===== src/rtl/cle_pkg.sv =====
// ----------------------------------------------------------------------------
// cle_pkg
// Shared types and constants of the circular list engine.
// ----------------------------------------------------------------------------
package cle_pkg;

  localparam int CapacityDefault = 32;
  localparam int DataBitsDefault = 32;
  localparam int OpBits          = 3;
  localparam int ValueBits       = 32;
  localparam int PosBits         = 7;
  localparam int StatusBits      = 2;
  localparam int LengthBits      = 7;

  typedef enum logic [OpBits-1:0] {
    OP_INS_HEAD = 3'd0,
    OP_INS_TAIL = 3'd1,
    OP_INS_POS  = 3'd2,
    OP_DEL_HEAD = 3'd3,
    OP_DEL_TAIL = 3'd4,
    OP_DEL_POS  = 3'd5,
    OP_DUMP     = 3'd6,
    OP_NOP      = 3'd7
  } op_t;

  typedef enum logic [StatusBits-1:0] {
    ST_OK     = 2'd0,
    ST_BADPOS = 2'd1,
    ST_EMPTY  = 2'd2,
    ST_FULL   = 2'd3
  } status_t;

  typedef enum logic [3:0] {
    S_IDLE,
    S_DECIDE,
    S_WALK,
    S_WALK_WAIT,
    S_INSERT,
    S_UNLINK_RD,
    S_UNLINK,
    S_DUMP_RD,
    S_DUMP_OUT,
    S_RESULT
  } state_t;

  // controller to datapath
  typedef struct packed {
    logic    latch;      // capture request
    logic    walk_start; // cursor to head, or tail with sel_tail
    logic    walk_step;  // cursor follows next link
    logic    rd_cursor;  // read links and value at cursor
    logic    do_insert;  // insert after cursor (or at end)
    logic    ins_end;    // insert at head or tail
    logic    ins_head;   // end insert becomes head
    logic    do_unlink;  // unlink cursor slot
    logic    sel_tail;   // cursor to tail
    logic    emit;       // load output register
    logic    emit_dump;  // output carries value
    logic    emit_last;
    status_t emit_status;
  } cle_cmd_t;

  // datapath to controller
  typedef struct packed {
    op_t                 op;
    logic [PosBits-1:0]  pos;
    logic [LengthBits-1:0] count;
    logic                full;
    logic                out_busy;
  } cle_sts_t;

endpackage


===== src/rtl/cle_req_if.sv =====
// ----------------------------------------------------------------------------
// cle_req_if / cle_rsp_if
// Valid/ready channels for requests and results.
// ----------------------------------------------------------------------------
interface cle_req_if;
  logic                       valid;
  logic                       ready;
  logic [2:0]                 operation;
  logic signed [31:0]         value;
  logic [6:0]                 position;
  modport source (output valid, operation, value, position, input ready);
  modport sink (input valid, operation, value, position, output ready);
endinterface

interface cle_rsp_if;
  logic                       valid;
  logic                       ready;
  logic [1:0]                 status;
  logic signed [31:0]         element_value;
  logic [6:0]                 list_length;
  logic                       last_result;
  modport source (output valid, status, element_value, list_length, last_result,
                  input ready);
  modport sink (input valid, status, element_value, list_length, last_result,
                output ready);
endinterface


===== src/rtl/cle_ctrl.sv =====
// ----------------------------------------------------------------------------
// cle_ctrl
// Sequencer that walks links and steps each request through its updates.
// ----------------------------------------------------------------------------
module cle_ctrl (
  input  logic              clk,
  input  logic              rst,
  input  logic              req_valid,
  output logic              req_ready,
  input  cle_pkg::cle_sts_t sts,
  output cle_pkg::cle_cmd_t cmd
);
  import cle_pkg::*;

  state_t               state, state_next;
  logic [LengthBits-1:0] steps, steps_next;
  logic [LengthBits-1:0] done, done_next;

  always_ff @(posedge clk) begin
    if (rst) begin
      state <= S_IDLE;
      steps <= '0;
      done  <= '0;
    end else begin
      state <= state_next;
      steps <= steps_next;
      done  <= done_next;
    end
  end

  logic [LengthBits:0] pos_w;
  assign pos_w = {1'b0, sts.pos};

  always_comb begin
    state_next = state;
    steps_next = steps;
    done_next  = done;
    cmd        = '0;
    cmd.emit_status = ST_OK;
    req_ready  = 1'b0;
    unique case (state)
      S_IDLE: begin
        req_ready = 1'b1;
        if (req_valid) begin
          cmd.latch  = 1'b1;
          state_next = S_DECIDE;
        end
      end
      S_DECIDE: begin
        state_next = S_RESULT;
        cmd.walk_start = 1'b1;
        unique case (sts.op)
          OP_INS_HEAD, OP_INS_TAIL: begin
            if (sts.full) cmd.emit_status = ST_FULL;
            else begin
              cmd.do_insert = 1'b1;
              cmd.ins_end   = 1'b1;
              cmd.ins_head  = (sts.op == OP_INS_HEAD);
            end
          end
          OP_INS_POS: begin
            if (sts.pos == '0 || pos_w > {1'b0, sts.count} + 8'd1)
              cmd.emit_status = ST_BADPOS;
            else if (sts.full) cmd.emit_status = ST_FULL;
            else if (sts.pos == 7'd1 || pos_w == {1'b0, sts.count} + 8'd1) begin
              cmd.do_insert = 1'b1;
              cmd.ins_end   = 1'b1;
              cmd.ins_head  = (sts.pos == 7'd1);
            end else begin
              steps_next = sts.pos - 7'd2;
              state_next = S_WALK;
            end
          end
          OP_DEL_HEAD, OP_DEL_TAIL: begin
            if (sts.count == '0) cmd.emit_status = ST_EMPTY;
            else begin
              cmd.sel_tail = (sts.op == OP_DEL_TAIL);
              state_next   = S_UNLINK_RD;
            end
          end
          OP_DEL_POS: begin
            if (sts.pos == '0 || sts.pos > sts.count) cmd.emit_status = ST_BADPOS;
            else begin
              steps_next = sts.pos - 7'd1;
              state_next = S_WALK;
            end
          end
          OP_DUMP: begin
            if (sts.count == '0) cmd.emit_status = ST_EMPTY;
            else begin
              done_next  = '0;
              state_next = S_DUMP_RD;
            end
          end
          default: cmd.emit_status = ST_OK;
        endcase
      end
      S_WALK: begin
        if (steps == '0) begin
          state_next = (sts.op == OP_DEL_POS) ? S_UNLINK_RD : S_INSERT;
        end else begin
          cmd.rd_cursor = 1'b1;
          state_next    = S_WALK_WAIT;
        end
      end
      S_WALK_WAIT: begin
        cmd.walk_step = 1'b1;
        steps_next    = steps - 7'd1;
        state_next    = S_WALK;
      end
      S_INSERT: begin
        cmd.rd_cursor = 1'b1;
        state_next    = S_UNLINK;
      end
      S_UNLINK_RD: begin
        cmd.rd_cursor = 1'b1;
        state_next    = S_UNLINK;
      end
      S_UNLINK: begin
        if (sts.op == OP_INS_POS) cmd.do_insert = 1'b1;
        else cmd.do_unlink = 1'b1;
        state_next = S_RESULT;
      end
      S_DUMP_RD: begin
        cmd.rd_cursor = 1'b1;
        state_next    = S_DUMP_OUT;
      end
      S_DUMP_OUT: begin
        if (!sts.out_busy) begin
          cmd.emit      = 1'b1;
          cmd.emit_dump = 1'b1;
          cmd.emit_last = (done + 7'd1 == sts.count);
          cmd.walk_step = 1'b1;
          done_next     = done + 7'd1;
          state_next    = (done + 7'd1 == sts.count) ? S_IDLE : S_DUMP_RD;
        end
      end
      S_RESULT: begin
        state_next = S_RESULT;
      end
      default: state_next = S_IDLE;
    endcase
    // status results are emitted by the datapath from its latched status
    if (state == S_RESULT && !sts.out_busy) begin
      cmd.emit      = 1'b1;
      cmd.emit_last = 1'b1;
      state_next    = S_IDLE;
    end
  end
endmodule


===== src/rtl/cle_datapath.sv =====
// ----------------------------------------------------------------------------
// cle_datapath
// Slot pool, link memories, free stack and result register.
// ----------------------------------------------------------------------------
module cle_datapath #(
  parameter int CAPACITY  = cle_pkg::CapacityDefault,
  parameter int DATA_BITS = cle_pkg::DataBitsDefault
) (
  input  logic                            clk,
  input  logic                            rst,
  input  logic [cle_pkg::OpBits-1:0]      operation,
  input  logic signed [cle_pkg::ValueBits-1:0] value,
  input  logic [cle_pkg::PosBits-1:0]     position,
  input  cle_pkg::cle_cmd_t               cmd,
  output cle_pkg::cle_sts_t               sts,
  output logic                            out_valid,
  input  logic                            out_ready,
  output logic [cle_pkg::StatusBits-1:0]  status,
  output logic signed [cle_pkg::ValueBits-1:0] element_value,
  output logic [cle_pkg::LengthBits-1:0]  list_length,
  output logic                            last_result
);
  import cle_pkg::*;

  localparam int SW = (CAPACITY > 1) ? $clog2(CAPACITY) : 1;
  localparam int CW = $clog2(CAPACITY + 1);

  logic [DATA_BITS-1:0] vmem [CAPACITY];
  logic [SW-1:0]        nmem [CAPACITY];
  logic [SW-1:0]        pmem [CAPACITY];
  logic [SW-1:0]        fmem [CAPACITY];

  op_t                  op;
  logic [DATA_BITS-1:0] val;
  logic [PosBits-1:0]   pos;
  logic [CW-1:0]        free_top, fresh_next, count;
  logic [SW-1:0]        head_slot, tail_slot, cursor;
  logic [SW-1:0]        rd_next, rd_prev, fr_slot;
  logic [DATA_BITS-1:0] rd_val;
  status_t              pend_status;

  always_ff @(posedge clk) begin
    if (cmd.latch) begin
      op  <= op_t'(operation);
      val <= DATA_BITS'(value);
      pos <= position;
    end
    if (cmd.rd_cursor) begin
      rd_next <= nmem[cursor];
      rd_prev <= pmem[cursor];
      rd_val  <= vmem[cursor];
    end
    fr_slot <= fmem[SW'(free_top - CW'(1))];
  end

  // slot handed out on insert
  logic [SW-1:0] new_slot;
  assign new_slot = (free_top != '0) ? fr_slot : SW'(fresh_next);

  // insert neighbors: a before new, b after new
  logic [SW-1:0] ia, ib;
  always_comb begin
    if (cmd.ins_end) begin
      ia = tail_slot;
      ib = head_slot;
    end else begin
      ia = cursor;
      ib = rd_next;
    end
  end

  // decide phase also records status
  always_ff @(posedge clk) begin
    if (rst) begin
      free_top    <= '0;
      fresh_next  <= '0;
      head_slot   <= '0;
      tail_slot   <= '0;
      count       <= '0;
      pend_status <= ST_OK;
    end else begin
      if (cmd.walk_start) pend_status <= cmd.emit_status;
      if (cmd.do_insert) begin
        if (free_top != '0) free_top <= free_top - CW'(1);
        else fresh_next <= fresh_next + CW'(1);
        count <= count + CW'(1);
        if (count == '0) begin
          head_slot <= new_slot;
          tail_slot <= new_slot;
        end else if (cmd.ins_end) begin
          if (cmd.ins_head) head_slot <= new_slot;
          else tail_slot <= new_slot;
        end
      end
      if (cmd.do_unlink) begin
        count <= count - CW'(1);
        if (free_top < CW'(CAPACITY)) free_top <= free_top + CW'(1);
        if (count == CW'(1)) begin
          head_slot <= '0;
          tail_slot <= '0;
        end else begin
          if (cursor == head_slot) head_slot <= rd_next;
          if (cursor == tail_slot) tail_slot <= rd_prev;
        end
      end
    end
  end

  // memory writes: two link writes per memory happen in the same cycle on
  // distinct entries, so each link array takes two write ports here
  always_ff @(posedge clk) begin
    if (cmd.do_insert) begin
      vmem[new_slot] <= val;
      if (count == '0) begin
        nmem[new_slot] <= new_slot;
        pmem[new_slot] <= new_slot;
      end else begin
        nmem[new_slot] <= ib;
        pmem[new_slot] <= ia;
        nmem[ia]       <= new_slot;
        pmem[ib]       <= new_slot;
      end
    end
    if (cmd.do_unlink) begin
      if (free_top < CW'(CAPACITY)) fmem[SW'(free_top)] <= cursor;
      if (count != CW'(1)) begin
        nmem[rd_prev] <= rd_next;
        pmem[rd_next] <= rd_prev;
      end
    end
  end

  // cursor starts at head or tail and follows the registered next link
  always_ff @(posedge clk) begin
    if (cmd.walk_start) cursor <= cmd.sel_tail ? tail_slot : head_slot;
    else if (cmd.walk_step) cursor <= rd_next;
  end

  // result register
  logic [ValueBits-1:0] ext_val;
  assign ext_val = ValueBits'($signed(rd_val));

  always_ff @(posedge clk) begin
    if (rst) out_valid <= 1'b0;
    else if (cmd.emit) out_valid <= 1'b1;
    else if (out_ready) out_valid <= 1'b0;
    if (cmd.emit) begin
      status        <= cmd.emit_dump ? ST_OK : pend_status;
      element_value <= cmd.emit_dump ? ext_val : '0;
      list_length   <= LengthBits'(count);
      last_result   <= cmd.emit_last;
    end
  end

  assign sts.op       = op;
  assign sts.pos      = pos;
  assign sts.count    = LengthBits'(count);
  assign sts.full     = (count >= CW'(CAPACITY));
  assign sts.out_busy = out_valid && !out_ready;
endmodule


===== src/rtl/circular_list_engine.sv =====
// ----------------------------------------------------------------------------
// circular_list_engine
// Circular doubly linked list of signed words in a fixed slot pool.
// ----------------------------------------------------------------------------
// One request at a time. An end insert links the new slot straight from the
// head and tail; an end delete reads the end slot's links, then unlinks it. A
// positional request walks the next links from the head, one registered
// memory read per link, before it inserts or unlinks. A dump reads and emits
// each element in turn, one result per element. A stalled result adds its
// stall. No clearing pass after reset.
module circular_list_engine #(
  parameter int CAPACITY  = cle_pkg::CapacityDefault,
  parameter int DATA_BITS = cle_pkg::DataBitsDefault
) (
  input logic clk,
  input logic rst,
  cle_req_if.sink   req,
  cle_rsp_if.source rsp
);
  import cle_pkg::*;

  cle_cmd_t cmd;
  cle_sts_t sts;

  cle_ctrl u_ctrl (
    .clk, .rst,
    .req_valid (req.valid),
    .req_ready (req.ready),
    .sts, .cmd
  );

  cle_datapath #(.CAPACITY(CAPACITY), .DATA_BITS(DATA_BITS)) u_dp (
    .clk, .rst,
    .operation     (req.operation),
    .value         (req.value),
    .position      (req.position),
    .cmd, .sts,
    .out_valid     (rsp.valid),
    .out_ready     (rsp.ready),
    .status        (rsp.status),
    .element_value (rsp.element_value),
    .list_length   (rsp.list_length),
    .last_result   (rsp.last_result)
  );
endmodule


===== src/flat_wrapper.sv =====
// flat-port wrapper written by rule: the top's interface ports become plain ports
module circular_list_engine_flat import cle_pkg::*;
#(
  parameter int CAPACITY  = cle_pkg::CapacityDefault,
  parameter int DATA_BITS = cle_pkg::DataBitsDefault
)
  (clk, rst, req_valid, req_operation, req_value, req_position, req_ready, rsp_valid, rsp_status, rsp_element_value, rsp_list_length, rsp_last_result, rsp_ready);
  cle_req_if req_i ();
  cle_rsp_if rsp_i ();
  input logic clk;
  input logic rst;
  input wire logic [$bits(req_i.valid)-1:0] req_valid;
  input wire logic [$bits(req_i.operation)-1:0] req_operation;
  input wire logic [$bits(req_i.value)-1:0] req_value;
  input wire logic [$bits(req_i.position)-1:0] req_position;
  output wire logic [$bits(req_i.ready)-1:0] req_ready;
  output wire logic [$bits(rsp_i.valid)-1:0] rsp_valid;
  output wire logic [$bits(rsp_i.status)-1:0] rsp_status;
  output wire logic [$bits(rsp_i.element_value)-1:0] rsp_element_value;
  output wire logic [$bits(rsp_i.list_length)-1:0] rsp_list_length;
  output wire logic [$bits(rsp_i.last_result)-1:0] rsp_last_result;
  input wire logic [$bits(rsp_i.ready)-1:0] rsp_ready;
  assign req_i.valid = req_valid;
  assign req_i.operation = req_operation;
  assign req_i.value = req_value;
  assign req_i.position = req_position;
  assign req_ready = req_i.ready;
  assign rsp_valid = rsp_i.valid;
  assign rsp_status = rsp_i.status;
  assign rsp_element_value = rsp_i.element_value;
  assign rsp_list_length = rsp_i.list_length;
  assign rsp_last_result = rsp_i.last_result;
  assign rsp_i.ready = rsp_ready;
  circular_list_engine #(.CAPACITY(CAPACITY), .DATA_BITS(DATA_BITS)) u_core (.clk(clk), .rst(rst), .req(req_i), .rsp(rsp_i));
endmodule

===== config.mk =====
export PLATFORM = sky130hd
export DESIGN_NAME = circular_list_engine_flat
export DESIGN_NICKNAME = d
export VERILOG_FILES = /design/src/rtl/cle_pkg.sv /design/src/rtl/cle_req_if.sv /design/src/rtl/cle_ctrl.sv /design/src/rtl/cle_datapath.sv /design/src/rtl/circular_list_engine.sv /design/src/flat_wrapper.sv
export SDC_FILE = /design/constraint.sdc
export NUM_CORES = 2
export LEC_CHECK = 0
export BUFFER_PORTS_ARGS = -buffer_cell sky130_fd_sc_hd__buf_2
export CAP_MARGIN = 10
export CORE_MARGIN = 3
export CORE_UTILIZATION = 53
export DETAILED_ROUTE_END_ITERATION = 7
export PLACE_DENSITY = 0.71
export SLEW_MARGIN = 20
export SYNTH_ARGS = -nofsm -noshare
export SYNTH_HDL_FRONTEND = slang
export SYNTH_HIERARCHICAL = 1
export SYNTH_SLANG_ARGS = --single-unit

===== constraint.sdc =====
create_clock -name clk -period 5.11 [get_ports clk]
set_clock_uncertainty 0.2 [all_clocks]
set_input_delay 0.511 -clock clk [delete_from_list [all_inputs] [get_ports clk]]
set_output_delay 0.511 -clock clk [all_outputs]
set_load 0.01 [all_outputs]

-- Word-level counts from Yosys, hierarchy flattened
Memory sizes are Yosys's and may differ from the RTL's. A register that Yosys moved wholly into a read port is not among the register bits.
Cells that the tools add are included.
- input bits: 46
- memories kept: 4
- register bits: 137
- bits in writable memories: 1504
- logic and storage cells: 205
- memory list (memory ; words ; bits a word ; rd ports ; clocked after memory_dff ; write ports ; line ; source):
    u_core.u_dp.vmem ; 32 ; 32 ; 1 ; 1 ; 1 ; cle_datapath.sv:28 ; logic [DATA_BITS-1:0] vmem [CAPACITY];
    u_core.u_dp.fmem ; 32 ; 5 ; 1 ; 1 ; 1 ; cle_datapath.sv:31 ; logic [SW-1:0] fmem [CAPACITY];
    u_core.u_dp.nmem ; 32 ; 5 ; 1 ; 1 ; 2 ; cle_datapath.sv:29 ; logic [SW-1:0] nmem [CAPACITY];
    u_core.u_dp.pmem ; 32 ; 5 ; 1 ; 1 ; 2 ; cle_datapath.sv:30 ; logic [SW-1:0] pmem [CAPACITY];
- add/subtract/negate cells: 10
- mux-type cells: 103
- reductions and logical operators: 32
- bitwise gates (word level): 3
- eq/ne operators: 31
- order comparisons: 4
- operator list (cell ; count):
    $mux 5 ; 26
    $mux 7 ; 7
    $pmux 7 s2 ; 3
    $mux 6 ; 6
    $mux 1 ; 33
    $mux 4 ; 8
    $pmux 4 s8 ; 1
    $mux 3 ; 8
    $logic_not 7->1 ; 3
    $add 6x1->6 const B ; 3
    $eq 4x3->1 const B ; 4
    $pmux 4 s4 ; 1
    $ne 3x3->1 const B ; 5
    $sub 7x1->7 const B ; 2
    $sub 6x1->6 const B ; 2
    $eq 5x5->1 ; 2
    $mux 2 ; 5
    $reduce_bool 2->1 ; 5
    $reduce_or 2->1 ; 5
    $reduce_or 5->1 ; 2
    $eq 3x3->1 const B ; 3
    $eq 4x2->1 const B ; 2
    $eq 4x4->1 const B ; 2
    $gt 7x8->1 ; 1
    other kinds (32) ; 44

-- Logic depth before layout (Yosys ltp)
- word-level depth: 15
- gate-level depth with buffers: 19
- gate-level depth less buffers: 15

-- By module
Netlist, hierarchy kept.
- modules (own cells, without submodules) (module ; instances ; seq. area each (um2) ; cells each ; area an instance (um2)):
    cle_datapath ; 1 ; 49767.7 ; 4181 ; 72338.1
    cle_ctrl ; 1 ; 360.3 ; 330 ; 2316.0

-- Worst setup path after synthesis
Ideal clock, no wire load.
- kind: reg-to-reg
- start: register u_core.u_dp.count[2]
- end: memory u_core/u_dp/vmem[31][0] in the netlist's numbering (enable)
- setup time: 421 ps
- clock period less this slack: 5318 ps
- slack: -208 ps
- arrival time: 4696 ps
- stages on the path, launching flop included: 17
- cells stage by stage: dfxtp_1 -> buf_4 -> and3_2 -> nand3_1 -> xnor2_1 -> ha_1 -> a21o_1 -> a221oi_1 -> a21oi_1 -> o21ai_0 -> nand2_1 -> nand3_1 -> clkinv_1 -> buf_1 -> a21o_1 -> clkbuf_1 -> nor2_1
- RTL lines (what ; line ; source):
    start: declaration ; cle_datapath.sv:36 ; logic [CW-1:0] free_top, fresh_next, count;
    start signal: assignment ; cle_datapath.sv:86 ; count <= count + CW'(1);
    start signal: assignment ; cle_datapath.sv:96 ; count <= count - CW'(1);
    end: declaration ; cle_datapath.sv:28 ;

==> flow_summary.toml <==
[global_route]
grt_pass1_vias = 43356
antenna_found_initial = 4
grt.overflow.total = 0
grt_max_degree = 119
grt_pass1_wl_um = 292000
groute.usage.overall = 0.273

[timing]
hold_viol = 0
slew_violations = 0
finalSetupViolCount = 0
finalCritPeriodShare = 0.965
period_minus_slack_ns = 4.93
max_slew_margin = 0.252
fmax_mhz = 203
holdWs_ns = 0.163
worstMarginPinSlew_ns = 1.12

[worst_setup_path]
r2r_slack_ns = 0.18
crit_slowest_cell = "a22oi_1"
path_cells = "ha_1 > nand3_1 > xnor2_1 > ha_1 > and3_1 > a221oi_1 > a21oi_1 > o21ai_0 > nand2_1 > nand2_1 > buf_4 > nand3_1 > a22oi_1 > nand3_1 > o211ai_1"
path_class = "reg2reg"
cp-end-kind = "flip-flop"
start_kind = "flip-flop"
cp.required_ns = 5.34
cpMostUsedCell = "nand3_1"
cp_data_arrival_time_ns = 5.16
cpPeakStageDelay_ns = 0.54
crit_fanout = 20
worst-r2r-cell-count = 15

[synthesis]
synth-edff-count = 1634
syn_inst = 4511
synthArstFlopShare = 0
ys_ff_latch = 1687
synth_top_area_frac = 0.657
postSynthAreaPerCell_sq_um = 16.5
synth_top_area_cell = "edfxtp_1"
synthTopCellsByArea = "edfxtp_1 66%, mux4_2 14%, mux2i_1 4.8%, a21oi_1 2.4%, nor2_1 2.3%"
ys.flop_type = "edfxtp_1"
ys_types = 80
seq_area_frac_synth = 0.671
syn_area_sq_um = 74700
synth_warnings = 6

[floorplan]
core.rowCount = 137
dieHeight_um = 381
ios = 90
design.core.area_sq_um = 140000
initial_core_util = 0.534
dieWidth_um = 381
dieArea_sq_um = 145000

[hold_path]
min_path_type = "in2reg"
whs_path_depth = 5

[final_layout]
filler_cell_count = 9852
nets = 4725
final_cell_area_sq_um = 84200
layout-drive-gt1-share = 0.234
syn_to_final_growth_pct = 12.8

[drt]
drt_first_pass_iters = 6
ant_nets = 0
vias = 43373
drt_wl_total_um = 198000
routed_via_density = 6.51
drcViolationCount = 0
wire_per_inst_um = 29.7
drtIter0Drc = 5930

[clocking]
htree_levels = 4
insertion_delay_ns = 0.81
clk_path_buf_depth = 3
cts.sinks = 1687
cts_tree = "built"
clockRootBuffer = "clkbuf_16"
clk_pin_slew_ns = 0.06
numCtsBuffers = 169

[power]
leakage_nw = 29.3
p_switching_mw = 11.9
combPwrFrac = 0.261
p_per_area_nw_per_um2 = 481
ir_worst_vdd_uv = 375
power_frac_seq = 0.436
swShare = 0.295
p_int_mw = 28.6
pwr-share-clk = 0.304

[place]
placedInstanceArea_sq_um = 78200
io_buffer_count = 88
dpl.hpwl_um = 110000
place_congestion = 0.866

[run_status]
status = "finished clean"

[job]
drv_cap = 0
[state kept, by name, summed over array words and instances (netlist names), 7 cells and up]
name / cells
u_core/u_dp/val: 32
u_core/u_dp/element_value: 32
u_core/u_dp/vmem: 1024
u_core/u_dp/nmem: 160
u_core/u_ctrl/done: 7
u_core/u_dp/pmem: 160
u_core/u_ctrl/steps: 7
u_core/u_dp/fmem: 160
u_core/u_dp/ext_val: 32
u_core/u_dp/pos: 7
[kinds of logic after synthesis]
| group | Yosys count | synth area share |
|---|---|---|
| adders and majority gates | 32 | 0.00536 |
| and+or+nand+nor | 872 | 0.0524 |
| other | 1 | 0.0000502 |
| DFF | 1687 | 0.671 |
| AOI/OAI and AO/OA | 600 | 0.0488 |
| muxes | 868 | 0.194 |
| buffers and inverters | 411 | 0.0229 |
| xor gates and xnor gates | 40 | 0.00469 |
[layout by cell type, fill, tap and decap left out, types with 25 or more instances in the layout]
master and n:
edfxtp_1 1634, mux4_2 460, nor2_1 422, mux2i_1 361, a21oi_1 355, clkbuf_16 170, buf_4 169, nand2_1 138
buf_2 88, nand3_1 86, o211ai_1 66, dfxtp_1 52, mux2_2 47, clkbuf_1 44, dlygate4sd3_1 44, inv_1 40
and2_1 36, nor3_1 34, clkinv_1 33, ha_1 32, nor2_4 32, buf_12 27, clkinv_2 25
[metrics by stage]
step | utilization | setup WS, ns | power (mW) | TNS (ns) | cells
after floorplan | - | -0.208 | 24.8 | -64.39 | 4512
after global placement | 0.560 | 0.272 | 28.1 | 0 | 6305
after detailed placement | 0.560 | 0.269 | 28.3 | 0 | 6307
after CTS | 0.603 | 0.264 | 40.7 | 0 | 6662
after global routing | 0.603 | -0.0327 | 41.9 | -0.143 | 6663
final | 0.603 | 0.177 | 40.5 | 0 | 6664
[power by group through the flow]
stage	sequential, mW	combinational [mW]	clock [mW]
after global routing	17.7	11.1	13.0
after global placement	17.9	10.2	0
after detailed placement	17.9	10.4	0
after floorplan	17.6	7.25	0
final	17.6	10.6	12.3
after CTS	17.6	10.6	12.5
[critical path, delay by kind of cell, from the launching register on]
family                   cells  cell delay (ns)
AO/OA/AOI/OAI                5             1.67
AND/OR/NAND/NOR              6             1.32
adder cells (fa/ha/maj)      2             0.52
flip-flops                   1             0.39
buffers and inverters        1             0.30
XOR/XNOR                     1             0.14
[path summary, 6_finish.rpt]
kind / start / endpoint
max: u_core/u_dp/count[1] / u_core/u_dp/pmem[26][3]
min reg2reg: u_core/u_dp/pend_status[0] / u_core/u_dp/pend_status[0]
max reg2reg: u_core/u_dp/count[1] / u_core/u_dp/pmem[26][3]
min: req_valid / u_core/u_ctrl/state[2]
[cell usage after synthesis, types with 7 or more instances]
master and count:
mux2i_1 361, buf_1 48, nand2b_1 15, a21o_1 8, o21ai_1 10, o2bb2ai_1 10
a22oi_1 8, mux4_2 460, nor2b_1 12, edfxtp_1 1634, nand4_1 13, clkbuf_1 205
and3_1 10, o32ai_1 13, nor2_1 455, o311ai_0 7, mux2_2 47, ha_1 32
a31oi_1 19, inv_1 40, a21oi_1 356, nand3_1 86, a221oi_1 9, o211ai_1 66
nand3b_1 10, xnor2_1 16, o21ai_0 24, buf_4 9, xor2_1 24, buf_2 103
nand2_1 143, nor3b_1 13, dfxtp_1 53, a211oi_1 16, and2_1 38, nor3_1 35
[what timing repair did]
item                                    in CTS  in global routing
hold buffers                                44                  0
endpoints found under the setup margin       0                 53
resized for setup                            0                  3
endpoints found under the hold margin       47                  0
setup buffers                                0                  1
[per-layer routing]
metal | GRT usage | up-vias | share of wire
li1 | - | 18225 | -
met1 | 0.374 | 22068 | 0.38
met2 | 0.440 | 2595 | 0.49
met3 | 0.0490 | 483 | 0.096
met4 | 0.104 | 2 | 0.040
met5 | 0 | - | 0.000066
[final cells by class]
| type | count | area [sq um] | share of cell area |
|---|---|---|---|
| Clock buffer | 216 | 4450 | 0.0528 |
| Tap cell | 1876 | 2350 | 0.0279 |
| Timing Repair Buffer | 330 | 2730 | 0.0324 |
| Antenna cell | 1 | 2.50 | 0.0000297 |
| Inverter | 45 | 170 | 0.00202 |
| Clock inverter | 95 | 1070 | 0.0127 |
| Multi-Input combinational cell | 2414 | 23300 | 0.277 |
| Sequential cell | 1687 | 50100 | 0.595 |
(Power assumes the default switching activity.)
